**src/hw/rtl/fufr_pkg.sv**
```systemverilog
// fufr_pkg: shared types, codes and constants of the firmware upgrade frame receiver
// used by fufr_ctrl, fufr_dp and firmware_upgrade_frame_receiver
package fufr_pkg;

   localparam int unsigned PAYLOAD_BYTES_DEF = 128;
   localparam logic [31:0] CRC_POLY = 32'hEDB88320;
   localparam logic [31:0] CRC_INIT = 32'hFFFFFFFF;
   localparam logic [31:0] BASE_DEF = 32'h08000000;

   typedef enum logic [1:0] {
      KIND_BYTE    = 2'd0,
      KIND_TIMEOUT = 2'd1,
      KIND_START   = 2'd2
   } kind_type;

   typedef enum logic [2:0] {
      ST_IDLE     = 3'd0,
      ST_RECV     = 3'd1,
      ST_SUCCESS  = 3'd2,
      ST_FAILED   = 3'd3,
      ST_ABORTED  = 3'd4,
      ST_TIMEDOUT = 3'd5
   } status_type;

   typedef enum logic [2:0] {
      RSP_OK   = 3'd0,
      RSP_LEN  = 3'd1,
      RSP_SIZE = 3'd2,
      RSP_DONE = 3'd3,
      RSP_CRC  = 3'd4
   } rsp_type;

   typedef enum logic [1:0] {
      FC_NONE    = 2'd0,
      FC_DATA    = 2'd1,
      FC_END     = 2'd2,
      FC_UNKNOWN = 2'd3
   } fcmd_type;

   // register indexes
   localparam logic [2:0] REG_DATA_CODE  = 3'd0;
   localparam logic [2:0] REG_END_CODE   = 3'd1;
   localparam logic [2:0] REG_ABORT_CODE = 3'd2;
   localparam logic [2:0] REG_BASE       = 3'd3;
   localparam logic [2:0] REG_TIMEOUT    = 3'd4;

   typedef enum logic [2:0] {
      FSM_IDLE,
      FSM_CRC,
      FSM_DRAIN,
      FSM_RESP
   } fsm_type;

   // controller to datapath
   typedef struct packed {
      logic take;       // latch the item and run its byte/timeout/start step
      logic crc_step;   // one bit of the crc shift
      logic drain_next; // a word transfer left, advance drain index
      logic commit;     // commit address, length and crc of the data frame
      logic finish;     // clear frame after the response
   } cmd_type;

   // datapath to controller
   typedef struct packed {
      logic need_crc;   // the step took a payload byte into the crc
      logic frame_done; // the step completed a frame that gives a response
      logic data_ok;    // completed frame is a good data frame
      logic words_left; // more payload words to drain
      logic quiet;      // step gives a status-only result
      logic silent;     // step gives no result at all
   } sts_type;

endpackage

```
**src/hw/rtl/firmware_upgrade_frame_receiver.sv**
```systemverilog
// sequence: a byte step is taken while idle; a byte that enters the crc is then shifted
// in one bit per cycle, then the payload words of a good data frame and the response
// are sent; a new item is stalled until the previous one is fully handled
// reset: synchronous active high; registers return to their reset codes,
// session idle, address at the default image base
module firmware_upgrade_frame_receiver #(
   parameter int unsigned PAYLOAD_BYTES = fufr_pkg::PAYLOAD_BYTES_DEF
) (
   input  logic        clock,
   input  logic        reset,
   input  logic        req_valid,
   output logic        req_stall,
   input  logic [1:0]  req_kind,
   input  logic [7:0]  req_rx_byte,
   output logic        rsp_valid,
   input  logic        rsp_stall,
   output logic        rsp_write_valid,
   output logic [31:0] rsp_write_address,
   output logic [31:0] rsp_write_word,
   output logic        rsp_response_valid,
   output logic [2:0]  rsp_response_code,
   output logic [2:0]  rsp_session_status,
   output logic        rsp_last,
   input  logic        csr_psel,
   input  logic        csr_penable,
   input  logic        csr_pwrite,
   input  logic [4:0]  csr_paddr,
   input  logic [31:0] csr_pwdata,
   output logic [31:0] csr_prdata,
   output logic        csr_pready
);
   import fufr_pkg::*;

   logic [7:0]  dcode_ff, ecode_ff, acode_ff;
   logic [31:0] base_ff;
   logic [3:0]  tlim_ff;
   logic        wr;
   cmd_type     cmd;
   sts_type     sts;
   logic        is_w, is_r, lst;
   logic [31:0] w_a, w_d;
   logic [2:0]  r_c, s_s;

   assign csr_pready = 1'b1;
   assign wr = csr_psel && csr_penable && csr_pwrite;

   // configuration registers
   always_ff @(posedge clock) begin
      if (reset) begin
         dcode_ff <= 8'd1; ecode_ff <= 8'd2; acode_ff <= 8'd3;
         base_ff <= BASE_DEF; tlim_ff <= 4'd10;
      end else if (wr) begin
         case (csr_paddr[4:2])
            REG_DATA_CODE:  dcode_ff <= csr_pwdata[7:0];
            REG_END_CODE:   ecode_ff <= csr_pwdata[7:0];
            REG_ABORT_CODE: acode_ff <= csr_pwdata[7:0];
            REG_BASE:       base_ff <= csr_pwdata;
            REG_TIMEOUT:    tlim_ff <= csr_pwdata[3:0];
            default: ;
         endcase
      end
   end

   always_comb begin
      case (csr_paddr[4:2])
         REG_DATA_CODE:  csr_prdata = {24'd0, dcode_ff};
         REG_END_CODE:   csr_prdata = {24'd0, ecode_ff};
         REG_ABORT_CODE: csr_prdata = {24'd0, acode_ff};
         REG_BASE:       csr_prdata = base_ff;
         REG_TIMEOUT:    csr_prdata = {28'd0, tlim_ff};
         default:        csr_prdata = 32'd0;
      endcase
   end

   fufr_ctrl u_ctrl (
      .clock, .reset, .req_valid, .req_stall, .rsp_valid, .rsp_stall,
      .o_is_write(is_w), .o_is_resp(is_r), .o_last(lst), .sts, .cmd
   );

   fufr_dp #(.PAYLOAD_BYTES(PAYLOAD_BYTES)) u_dp (
      .clock, .reset, .cmd, .sts, .req_kind, .req_rx_byte,
      .data_code(dcode_ff), .end_code(ecode_ff), .abort_code(acode_ff),
      .base_address(base_ff), .timeout_limit(tlim_ff),
      .o_write_address(w_a), .o_write_word(w_d),
      .o_response_code(r_c), .o_session_status(s_s)
   );

   // result fields, zero where not carried
   assign rsp_write_valid    = is_w;
   assign rsp_write_address  = is_w ? w_a : 32'd0;
   assign rsp_write_word     = is_w ? w_d : 32'd0;
   assign rsp_response_valid = is_r;
   assign rsp_response_code  = is_r ? r_c : 3'd0;
   assign rsp_session_status = s_s;
   assign rsp_last           = lst;

endmodule

```
**src/hw/rtl/fufr_dp.sv**
```systemverilog
// fufr_dp: frame parse state, payload word store, crc and result fields
// depends on fufr_pkg
module fufr_dp #(
   parameter int unsigned PAYLOAD_BYTES = fufr_pkg::PAYLOAD_BYTES_DEF
) (
   input  logic                clock,
   input  logic                reset,
   input  fufr_pkg::cmd_type   cmd,
   output fufr_pkg::sts_type   sts,
   input  logic [1:0]          req_kind,
   input  logic [7:0]          req_rx_byte,
   input  logic [7:0]          data_code,
   input  logic [7:0]          end_code,
   input  logic [7:0]          abort_code,
   input  logic [31:0]         base_address,
   input  logic [3:0]          timeout_limit,
   output logic [31:0]         o_write_address,
   output logic [31:0]         o_write_word,
   output logic [2:0]          o_response_code,
   output logic [2:0]          o_session_status
);
   import fufr_pkg::*;

   localparam int unsigned WORDS = PAYLOAD_BYTES / 4;
   localparam int unsigned WA = (WORDS > 1) ? $clog2(WORDS) : 1;

   status_type  phase_ff, phase_in;
   logic [8:0]  pos_ff, pos_in;
   fcmd_type    fcmd_ff, fcmd_in;
   logic [7:0]  flen_ff, flen_in;
   logic        lok_ff, lok_in;
   logic [63:0] endf_ff, endf_in;
   logic [31:0] addr_ff, addr_in;
   logic [31:0] total_ff, total_in;
   logic [31:0] ccrc_ff, ccrc_in;
   logic [31:0] fcrc_ff, fcrc_in;
   logic [3:0]  tcnt_ff, tcnt_in;
   logic [WA-1:0] drn_ff, drn_in;
   logic [2:0]  code_ff, code_in;
   logic [31:0] wword_ff;
   logic [31:0] store [WORDS];

   // step classification on the incoming item
   logic        recv, is_byte, is_to, is_start;
   logic        done_data, done_end, wr_store;
   logic [8:0]  p2;
   logic [WA-1:0] wsel;
   logic [8:0]  flim;
   logic [7:0]  b;
   logic        len_good;

   always_comb begin
      b        = req_rx_byte;
      recv     = (phase_ff == ST_RECV);
      is_start = (req_kind == KIND_START);
      is_to    = recv && (req_kind == KIND_TIMEOUT);
      is_byte  = recv && (req_kind == KIND_BYTE);
      p2       = pos_ff - 9'd2;
      wsel     = p2[WA+1:2];
      len_good = (b != 8'd0) && ({1'b0, b} <= 9'(PAYLOAD_BYTES)) && (b[1:0] == 2'b00);
      flim     = {1'b0, ((pos_ff == 9'd1) ? b : flen_ff)} + 9'd2;
      wr_store = is_byte && (fcmd_ff == FC_DATA) && (pos_ff >= 9'd2) && lok_ff
                 && ({2'b00, p2[8:2]} < 9'(WORDS));
      done_data = is_byte && (pos_ff != 9'd0) && (fcmd_ff == FC_DATA)
                  && ((pos_ff + 9'd1) >= flim);
      done_end  = is_byte && (pos_ff != 9'd0) && (fcmd_ff == FC_END)
                  && ((pos_ff + 9'd1) >= 9'd9);
   end

   // status to the controller
   always_comb begin
      sts.need_crc   = wr_store;
      sts.frame_done = done_data || done_end
                       || (is_byte && pos_ff == 9'd0 && b == abort_code);
      sts.data_ok    = done_data && ((pos_ff == 9'd1) ? len_good : lok_ff);
      sts.words_left = (9'(drn_ff) + 9'd1) < {3'b000, flen_ff[7:2]};
      sts.quiet      = is_to && ((tcnt_ff + 4'd1) >= timeout_limit);
      sts.silent     = !sts.frame_done && !sts.quiet;
   end

   // next state of the frame parser and session
   always_comb begin
      logic [31:0] c;
      logic [31:0] hcrc, hsize;
      phase_in = phase_ff; pos_in = pos_ff; fcmd_in = fcmd_ff; flen_in = flen_ff;
      lok_in = lok_ff; endf_in = endf_ff; addr_in = addr_ff; total_in = total_ff;
      ccrc_in = ccrc_ff; fcrc_in = fcrc_ff; tcnt_in = tcnt_ff;
      drn_in = drn_ff; code_in = code_ff;
      c = fcrc_ff;
      hcrc = 32'd0; hsize = 32'd0;
      if (cmd.take) begin
         drn_in = '0;
         if (is_start) begin
            phase_in = ST_RECV; addr_in = base_address; total_in = 32'd0;
            ccrc_in = CRC_INIT; tcnt_in = 4'd0; pos_in = 9'd0; fcmd_in = FC_NONE;
            flen_in = 8'd0; lok_in = 1'b0; endf_in = 64'd0; fcrc_in = CRC_INIT;
         end else if (is_to) begin
            pos_in = 9'd0; fcmd_in = FC_NONE; flen_in = 8'd0; lok_in = 1'b0;
            endf_in = 64'd0; fcrc_in = ccrc_ff;
            tcnt_in = tcnt_ff + 4'd1;
            if (sts.quiet) phase_in = ST_TIMEDOUT;
         end else if (is_byte) begin
            if (pos_ff == 9'd0) begin
               pos_in = 9'd1;
               fcrc_in = ccrc_ff;
               if (b == abort_code) begin
                  phase_in = ST_ABORTED; code_in = RSP_OK;
               end else if (b == data_code) fcmd_in = FC_DATA;
               else if (b == end_code) fcmd_in = FC_END;
               else fcmd_in = FC_UNKNOWN;
            end else if (fcmd_ff == FC_DATA) begin
               pos_in = pos_ff + 9'd1;
               if (pos_ff == 9'd1) begin
                  flen_in = b; lok_in = len_good;
               end
               if (wr_store) fcrc_in = fcrc_ff ^ {24'd0, b};
               code_in = sts.data_ok ? RSP_OK : RSP_LEN;
            end else if (fcmd_ff == FC_END) begin
               pos_in = pos_ff + 9'd1;
               endf_in = endf_ff | ({56'd0, b} << {pos_ff[2:0] - 3'd1, 3'b000});
               if (done_end) begin
                  hcrc = endf_in[31:0];
                  hsize = endf_in[63:32];
                  if (total_ff != hsize) begin
                     phase_in = ST_FAILED; code_in = RSP_SIZE;
                  end else if (~ccrc_ff == hcrc) begin
                     phase_in = ST_SUCCESS; code_in = RSP_DONE;
                  end else begin
                     phase_in = ST_FAILED; code_in = RSP_CRC;
                  end
               end
            end
         end
      end
      // one crc bit per cycle
      if (cmd.crc_step) begin
         fcrc_in = c[0] ? ((c >> 1) ^ CRC_POLY) : (c >> 1);
      end
      if (cmd.drain_next) drn_in = drn_ff + WA'(1);
      if (cmd.commit) begin
         addr_in = addr_ff + {24'd0, flen_ff};
         total_in = total_ff + {24'd0, flen_ff};
         ccrc_in = fcrc_ff;
      end
      if (cmd.finish) begin
         pos_in = 9'd0; fcmd_in = FC_NONE; flen_in = 8'd0; lok_in = 1'b0;
         endf_in = 64'd0; fcrc_in = cmd.commit ? fcrc_ff : ccrc_ff;
      end
   end

   always_ff @(posedge clock) begin
      if (reset) begin
         phase_ff <= ST_IDLE; pos_ff <= 9'd0; fcmd_ff <= FC_NONE; flen_ff <= 8'd0;
         lok_ff <= 1'b0; endf_ff <= 64'd0; addr_ff <= BASE_DEF; total_ff <= 32'd0;
         ccrc_ff <= CRC_INIT; fcrc_ff <= CRC_INIT; tcnt_ff <= 4'd0;
         drn_ff <= '0; code_ff <= RSP_OK;
      end else begin
         phase_ff <= phase_in; pos_ff <= pos_in; fcmd_ff <= fcmd_in; flen_ff <= flen_in;
         lok_ff <= lok_in; endf_ff <= endf_in; addr_ff <= addr_in; total_ff <= total_in;
         ccrc_ff <= ccrc_in; fcrc_ff <= fcrc_in; tcnt_ff <= tcnt_in;
         drn_ff <= drn_in; code_ff <= code_in;
      end
   end

   // payload word store, byte lanes merged on write
   always_ff @(posedge clock) begin
      if (cmd.take && wr_store) begin
         case (p2[1:0])
            2'd0: store[wsel] <= {24'd0, b};
            2'd1: store[wsel][15:8] <= b;
            2'd2: store[wsel][23:16] <= b;
            default: store[wsel][31:24] <= b;
         endcase
      end
   end

   // registered read of the word being drained
   always_ff @(posedge clock) begin
      wword_ff <= store[drn_in];
   end

   assign o_write_address  = addr_ff + {{(30 - WA){1'b0}}, drn_ff, 2'b00};
   assign o_write_word     = wword_ff;
   assign o_response_code  = code_ff;
   assign o_session_status = phase_ff;

endmodule

```
**src/hw/rtl/fufr_ctrl.sv**
```systemverilog
// fufr_ctrl: sequencer for byte steps, crc bits, word drain and response
// depends on fufr_pkg
module fufr_ctrl (
   input  logic              clock,
   input  logic              reset,
   input  logic              req_valid,
   output logic              req_stall,
   output logic              rsp_valid,
   input  logic              rsp_stall,
   output logic              o_is_write,
   output logic              o_is_resp,
   output logic              o_last,
   input  fufr_pkg::sts_type sts,
   output fufr_pkg::cmd_type cmd
);
   import fufr_pkg::*;

   fsm_type    state_ff, state_in;
   logic [2:0] bit_ff, bit_in;
   logic       need_ff, need_in;   // a result follows the crc
   logic       ok_ff, ok_in;
   logic       resp_is_ff, resp_is_in;
   logic       xfer;

   assign xfer = rsp_valid && !rsp_stall;

   // next state
   always_comb begin
      state_in = state_ff; bit_in = bit_ff; need_in = need_ff; ok_in = ok_ff;
      resp_is_in = resp_is_ff;
      case (state_ff)
         FSM_IDLE: begin
            if (req_valid) begin
               need_in = sts.frame_done || sts.quiet;
               ok_in = sts.data_ok;
               resp_is_in = sts.frame_done;
               bit_in = 3'd0;
               if (sts.need_crc) state_in = FSM_CRC;
               else if (sts.data_ok) state_in = FSM_DRAIN;
               else if (!sts.silent) state_in = FSM_RESP;
            end
         end
         FSM_CRC: begin
            bit_in = bit_ff + 3'd1;
            if (bit_ff == 3'd7) begin
               if (ok_ff) state_in = FSM_DRAIN;
               else if (need_ff) state_in = FSM_RESP;
               else state_in = FSM_IDLE;
            end
         end
         FSM_DRAIN: if (xfer && !sts.words_left) state_in = FSM_RESP;
         FSM_RESP: if (xfer) state_in = FSM_IDLE;
         default: state_in = FSM_IDLE;
      endcase
   end

   // outputs and commands
   always_comb begin
      cmd = '0;
      req_stall = (state_ff != FSM_IDLE);
      rsp_valid = 1'b0; o_is_write = 1'b0; o_is_resp = 1'b0; o_last = 1'b0;
      case (state_ff)
         FSM_IDLE: cmd.take = req_valid;
         FSM_CRC: cmd.crc_step = 1'b1;
         FSM_DRAIN: begin
            rsp_valid = 1'b1; o_is_write = 1'b1;
            cmd.drain_next = xfer && sts.words_left;
         end
         FSM_RESP: begin
            rsp_valid = 1'b1; o_is_resp = resp_is_ff; o_last = 1'b1;
            cmd.commit = xfer && ok_ff;
            cmd.finish = xfer;
         end
         default: cmd = '0;
      endcase
   end

   always_ff @(posedge clock) begin
      if (reset) begin
         state_ff <= FSM_IDLE; bit_ff <= 3'd0; need_ff <= 1'b0; ok_ff <= 1'b0;
         resp_is_ff <= 1'b0;
      end else begin
         state_ff <= state_in; bit_ff <= bit_in; need_ff <= need_in; ok_ff <= ok_in;
         resp_is_ff <= resp_is_in;
      end
   end

endmodule

```
**config.mk**
```make
export PLATFORM = sky130hd
export DESIGN_NAME = firmware_upgrade_frame_receiver
export DESIGN_NICKNAME = d
export VERILOG_FILES = /design/src/hw/rtl/fufr_pkg.sv /design/src/hw/rtl/firmware_upgrade_frame_receiver.sv /design/src/hw/rtl/fufr_dp.sv /design/src/hw/rtl/fufr_ctrl.sv
export SDC_FILE = /design/constraint.sdc
export NUM_CORES = 2
export LEC_CHECK = 0
export BUFFER_PORTS_ARGS = -buffer_cell sky130_fd_sc_hd__buf_2
export CAP_MARGIN = 20
export CORE_ASPECT_RATIO = 1.1
export CORE_MARGIN = 2
export CORE_UTILIZATION = 45
export CTS_CLUSTER_DIAMETER = 30
export DETAILED_ROUTE_END_ITERATION = 16
export GPL_ROUTABILITY_DRIVEN = 0
export PLACE_DENSITY = 0.6
export SKIP_CTS_REPAIR_TIMING = 1
export SLEW_MARGIN = 15
export SYNTH_ARGS = -nofsm -noshare
export SYNTH_HDL_FRONTEND = slang
export SYNTH_SLANG_ARGS = --single-unit
```
**constraint.sdc**
```tcl
create_clock -name clock -period 4.4 [get_ports clock]
set_input_delay 0.88 -clock clock [delete_from_list [all_inputs] [get_ports clock]]
set_output_delay 0.88 -clock clock [all_outputs]
set_load 0.005 [all_outputs]
```
* Word level (Yosys, flattened, before mapping)
Memory sizes are Yosys's and may differ from the RTL's. A register that Yosys moved wholly into a read port is not among the register bits.
Cells that the tools add are included.
** Storage, ports and cells
- Register bits after elaboration :: 296
- Bits in writable memories :: 1024
- Input bits :: 54
- Output and inout port bits :: 108
- Logic and storage cells :: 277
- Memories kept :: 1
** Memory list
- u_dp.store :: depth 32, width 32, read ports 1, clocked after Yosys merged registers in 1, wr ports 1, RTL line fufr_dp.sv:41 : logic [31:0] store [WORDS];
** Operators by class
- Add/subtract/negate cells :: 11
- Order comparisons :: 7
- Eq/ne operators :: 34
- Shifts and indexed selects :: 1
- Mux-type cells :: 113
- Bitwise gates (word level) :: 9
- Reduce and logical (&&, ||, !) cells :: 78
** Operator list (number)
- two-way mux 32 bit :: 22
- two-way mux 64 bit :: 6
- one-hot mux 32 bit (5 select lines) :: 1
- two-way mux 3 bit :: 27
- two-way mux 8 bit :: 9
- adder 32 x 8 -> 32 bit :: 2
- OR 64 bit :: 1
- << shifter 8 x 6 -> 64 bit :: 1
- two-way mux 9 bit :: 6
- adder 32 x 7 -> 32 bit :: 1
- equality test 32 bit :: 1
- != test 32 bit :: 1
- NOT 32 bit :: 1
- bitwise XOR 32 x 8 -> 32 bit :: 1
- two-way mux 1 bit :: 28
- logical AND 1 bit :: 25
- equality test 8 bit :: 3
- nonzero test 3 bit :: 8
- AND reduction 2 bit :: 9
- two-way mux 2 bit :: 8
- AND reduction 5 bit :: 3
- NOT 13 -> 14 bit :: 1
- AND reduction 7 bit :: 2
- equality test 3 x 2 -> 1 bit, second input constant :: 4
- 46 further kinds :: 82

* Longest topological paths before layout
- Word-level depth :: 15
- Depth in mapped cells :: 19
- Mapped depth without buffers :: 17

* By module
Synthesis repeated with hierarchy kept, for this count alone.
** Unflattened totals
- Cells, all modules :: 5554
- Area, all modules :: 59996.3 sq um
** By module, submodules not included
- fufr_dp :: times used 1, cells each 5116, area an instance 56050.0 sq um, sequential area each 35934.5 sq um
- firmware_upgrade_frame_receiver :: times used 1, cells each 376, area an instance 3450.8 sq um, sequential area each 1201.2 sq um
- fufr_ctrl :: times used 1, cells each 62, area an instance 495.5 sq um, sequential area each 160.2 sq um

* Worst setup path after synthesis
OpenSTA, ideal clock, no wires.
- Path kind :: input port to flip-flop
- Start point :: in req_rx_byte[1]
- End point :: reg u_ctrl.state_ff[0]
- Setup time :: 0.101 ns
- Arrival time :: 3.632 ns
- Required time :: 4.299 ns
- Path slack :: 0.667 ns
- Stages :: 15
- Buffers on the path :: 2
- Cells stage by stage :: clkbuf_1 clkbuf_1 inv_1 nor2_1 a21oi_1 or3_1 o21bai_1 o21bai_1 ha_1 a21oi_1 a21oi_1 a21oi_1 nor4_1 o32a_1 o41ai_1
** On the way
- Word-level cells in the longest chain between the ends :: 10
- Elaborated cells on any way between the ends :: 23
- Classes of those cells :: add/sub: 1; order compare: 2; eq/ne: 2; mux: 6; reduce/logical: 12
** Ends and longest elaborated chain
- start: declaration :: RTL line firmware_upgrade_frame_receiver.sv:14 : input logic [7:0] req_rx_byte,
- two-way mux 8 bit
- adder 8 x 2 -> 9 bit :: RTL line fufr_dp.sv:61 : flim = {1'b0, ((pos_ff == 9'd1) ? b : flen_ff)} + 9'd2;
- greater-or-equal comparator 9 bit :: RTL line fufr_dp.sv:65 : && ((pos_ff + 9'd1) >= flim);
- logical AND 1 bit :: RTL line fufr_dp.sv:65
- logical OR 1 bit :: RTL line fufr_dp.sv:73 : sts.frame_done = done_data || done_end
- logical OR 1 bit :: RTL line fufr_dp.sv:74 : || (is_byte && pos_ff == 9'd0 && b == abort_code);
- logical NOT 1 bit :: RTL line fufr_dp.sv:78 : sts.silent = !sts.frame_done && !sts.quiet;
- logical AND 1 bit :: RTL line fufr_dp.sv:78
- != test 4 x 2 -> 1 bit (no line)
- AND reduction 5 bit (no line)
- end signal: assignment :: RTL line fufr_ctrl.sv:83 : state_ff <= state_in; bit_ff <= bit_in; need_ff <= need_in; ok_ff <= ok_in;
- end: declaration :: RTL line fufr_ctrl.sv:18 : fsm_type state_ff, state_in;
Parallel ways exist; a longest one is shown, timed or not. The select of a mux whose other input is x is not followed.
A chain may end at the register's enable or synchronous reset.

* Worst setup path after layout
- Start point :: reg u_dp.drn_ff[0]
- End point :: out rsp_write_address[22]
** On the way
- Word-level cells in the longest chain between the ends :: 2
** Ends and longest elaborated chain
- start: declaration :: RTL line fufr_dp.sv:38 : logic [WA-1:0] drn_ff, drn_in;
- start signal: assignment :: RTL line fufr_dp.sv:161 : drn_ff <= drn_in; code_ff <= code_in;
- adder 32 x 7 -> 32 bit :: RTL line fufr_dp.sv:182 : assign o_write_address = addr_ff + {{(30 - WA){1'b0}}, drn_ff, 2'b00};
- two-way mux 32 bit :: RTL line firmware_upgrade_frame_receiver.sv:90 : assign rsp_write_address = is_w ? w_a : 32'd0;
- end: declaration :: RTL line firmware_upgrade_frame_receiver.sv:18 : output logic [31:0] rsp_write_address,
No other way between the ends.

==> impl_metrics.py <==
metrics = {
    "outcome": {
        "outcome": "finished, final reports clean",
    },
    "critical_path": {
        "cpLargestDelayFamily": "adder cells",
        "path_buf_inv": 3,
        "crit_chain": "buf_4 -> ha_1 -> fa_1 -> a21o_1 -> a21oi_1 -> nor2b_1 -> o2111ai_1 -> buf_4 -> nor2_2 -> nand2_1 -> xor2_1 -> nor2_1 -> buf_2",
        "cp.depth": 13,
        "path_max_fanout": 7,
        "arrival_ps": 3350,
        "endpoint_kind": "output port",
        "crit_top_cell": "buf_4",
        "reg2reg_depth": 16,
        "startpoint_type": "register",
        "path_class": "register to output port",
        "required_ps": 3520,
        "crit_slowest_cell": "fa_1",
        "cpPeakStageDelay_ps": 400,
    },
    "die": {
        "die_h_um": 383.5,
        "die_x_um": 349.0,
        "core_area_um2": 130300,
        "rows": 139,
        "dieArea_um2": 133900,
        "start_util_pct": 45.23,
        "io_pins": 162,
    },
    "pwr": {
        "pwr-share-seq_pct": 39.1,
        "p_comb_share_pct": 1.1,
        "clock_power_share_pct": 59.9,
        "power.share.switching_pct": 20.34,
        "p_leak_nw": 25.01,
        "peakVddDrop_v": 0.0004532,
        "p_switching_w": 0.007108,
        "finalPower_w": 0.03494,
        "pwr_density_cell_nw_per_um2": 479.8,
        "intPower_w": 0.02783,
    },
    "min_path": {
        "whs_path_depth": 3,
        "hold_path.class": "input port to register",
    },
    "finish": {
        "final_common_cell": "edfxtp_1",
        "layout_common_cells": "edfxtp_1, mux2i_1, nor2_1",
        "final_util_pct": 55.91,
        "stdcell_area_um2": 72830,
        "drive_gt1_share_pct": 18.58,
        "final_nets": 5101,
        "area_growth_pct": 23.60,
    },
    "timing": {
        "fmax_mhz": 236.5,
        "finClkSkew_ps": 64.38,
        "hold_viol": 0,
        "max_slew_margin_pct": 26.75,
        "setup_viol": 0,
        "hold_ws_ps": 234.3,
        "worst_slack_ps": 172.4,
        "min_period_over_period_pct": 96.08,
        "slew_viol_final": 0,
        "rsz0062_at_grt": "yes",
        "fin_crit_ps": 4228,
        "tightestPinTransition_ps": 1093,
    },
    "grt": {
        "grt_max_degree": 69,
        "grt_use_total_pct": 24.12,
        "grt_pass1_vias": 39220,
        "grt_pass1_wl_mm": 243.3,
        "grt_overflow": 0,
        "antenna_found_initial": 7,
    },
    "logic_synthesis": {
        "synth_xor_xnor_area_share_pct": 1.830,
        "synthArstFlopShare_pct": 0,
        "synth-seq-area-share_pct": 63.30,
        "syn_area_um2": 58920,
        "yosys.area_share.simple_pct": 8.700,
        "synth.distinct_cells": 81,
        "synth_top_family_by_area": "multiplexers",
        "ys.warnings.count": 0,
        "synthAdderAreaFrac_pct": 1.185,
        "synth_seq_cells": 1351,
        "synth_mux_area_share_pct": 14.04,
        "synth_compound_area_share_pct": 8.328,
        "synth-edff-count": 1024,
        "synth_nets": 4641,
        "syn_inst": 4533,
        "synth_ff_type": "edfxtp_1",
        "avgSynthCellArea_um2": 13.00,
    },
    "clock_network": {
        "clk_latency_ps": 880,
        "cts_tree": "yes",
        "cts_sinks": 1351,
        "cts_root_buf": "clkbuf_16",
        "clk_pin_slew_worst_paths_ps": 50,
        "htreeDepth": 5,
        "clockBufferDepth": 4,
        "cts_buffers": 294,
    },
    "routing": {
        "routed_via_density": 5.748,
        "wl_per_cell_um": 23.70,
        "first_pass_iters": 6,
        "ant_nets": 0,
        "routed_wl_mm": 163.6,
        "drtIter0Drc": 3777,
        "vias": 39680,
        "drc": 0,
    },
    "placed_design": {
        "placed_area_um2": 63250,
        "dpl.hpwl_mm": 103.7,
        "port_buffers": 158,
        "place_ws_ps": 158.4,
    },
    "flow_run": {
        "drv_cap": 0,
    },
}
synth_stat cells (19+ instances only):
library cell	count	area [µm²]
edfxtp_1	1024	30750
mux2i_1	794	7948
ha_1	51	638.1
a21o_1	20	150.1
a22oi_1	102	765.7
xor2_1	49	429.2
o21ai_0	34	170.2
clkbuf_1	188	705.7
nor4_1	57	356.6
nor2_1	390	1464
and3_1	43	269.0
a221oi_1	21	183.9
inv_1	60	225.2
or3_1	21	131.4
and2_1	83	519.3
o211ai_1	42	315.3
a311oi_1	19	166.4
a31oi_1	54	337.8
a21oi_1	143	715.7
nor3_1	33	165.2
nand2b_1	23	143.9
buf_2	65	325.3
o22ai_1	178	1114
nand3_1	54	270.3
buf_1	22	82.58
dfxtp_1	327	6546
nand4_1	38	237.7
nand2_1	300	1126
xnor2_1	71	621.9
nor2b_1	24	150.1
area by class of cell:
| type | instances | area (µm²) |
|---|---|---|
| fillers | 10630 | 57440 |
| well taps | 1692 | 2117 |
| clock inverters | 143 | 1515 |
| inverters | 60 | 225.2 |
| flip-flops and latches | 1351 | 37300 |
| clock buffers | 365 | 7985 |
| repair buffers | 460 | 3465 |
| diodes | 5 | 12.51 |
| multi-input cells | 2826 | 20210 |
through the flow:
stage	setup TNS (ps)	instances
final	0	6902
after global routing	-84.22	6898
after CTS	-4.349	6893
after detailed placement	0	6385
after global placement	0	6385
after floorplan	0	4533
worst register-to-register path, stage by stage, from the launching register on:
cell and delay [ps]:
dfxtp_1 300, ha_1 220, nand3_1 100, xor2_1 230, inv_1 70, ha_1 290, a21o_1 190, a2111o_1 400
a21o_2 320, mux2_2 390, buf_4 190, nor2_1 210, nand2b_2 270, buf_4 320, o22ai_1 280, nor4_1 90
buf_4 150
path summary, 6_finish.rpt:
kind	endpoint	slack, ps	startpoint
worst max-delay path	rsp_write_address[22]	170	u_dp.drn_ff[0]
worst min-delay path	base_ff[27]	230	csr_pwdata[27]
worst max register to register	u_dp.o_write_word[26]	280	u_dp.drn_ff[0]
worst min register to register	u_dp.addr_ff[0]	470	u_dp.addr_ff[0]
routing by layer:
metal	up-vias	part of all wire (%)	global-route usage, %
met1	19660	41	31.07
met2	1470	48	39.69
met5	-	0.0061	0
li1	18200	-	-
met3	337	6.7	4.687
met4	2	3.7	10.48
cells by family (layout without fill, tap and decap cells):
family | count (synthesis) | after routing
DFF | 1351 | 1351
and+or+nand+nor | 1103 | 1103
muxes | 814 | 814
AOI/OAI and AO/OA | 733 | 733
buffers and inverters | 356 | 1028
xor gates and xnor gates | 121 | 121
adders and majority gates | 54 | 54
other | 1 | 6
sequential cells by signal (all words and copies together), names as in the netlist, 2 cells and up:
signal / count
u_dp.flen_ff: 8
u_dp.tcnt_ff: 4
u_dp.ccrc_ff: 32
base_ff: 32
u_dp.o_write_word: 32
acode_ff: 8
u_dp.store: 1024
ecode_ff: 8
u_ctrl.bit_ff: 3
u_dp.fcmd_ff: 2
dcode_ff: 8
u_ctrl.state_ff: 2
u_dp.endf_ff: 64
tlim_ff: 4
u_dp.o_session_status: 3
u_dp.addr_ff: 32
u_dp.total_ff: 32
u_dp.drn_ff: 5
u_dp.pos_ff: 9
u_dp.fcrc_ff: 32
u_dp.o_response_code: 3
power by group through the flow:
stage          clock network [W]  registers (W)  logic [W]
3_5_place_dp                   0         0.0139   0.000376
5_1_grt                   0.0219         0.0136   0.000406
6_report                  0.0209         0.0136   0.000380
4_1_cts                   0.0212         0.0136   0.000378
3_3_place_gp                   0         0.0139   0.000372
2_1_floorplan                  0         0.0139   0.000188
Power figures use the tool's default switching activity.
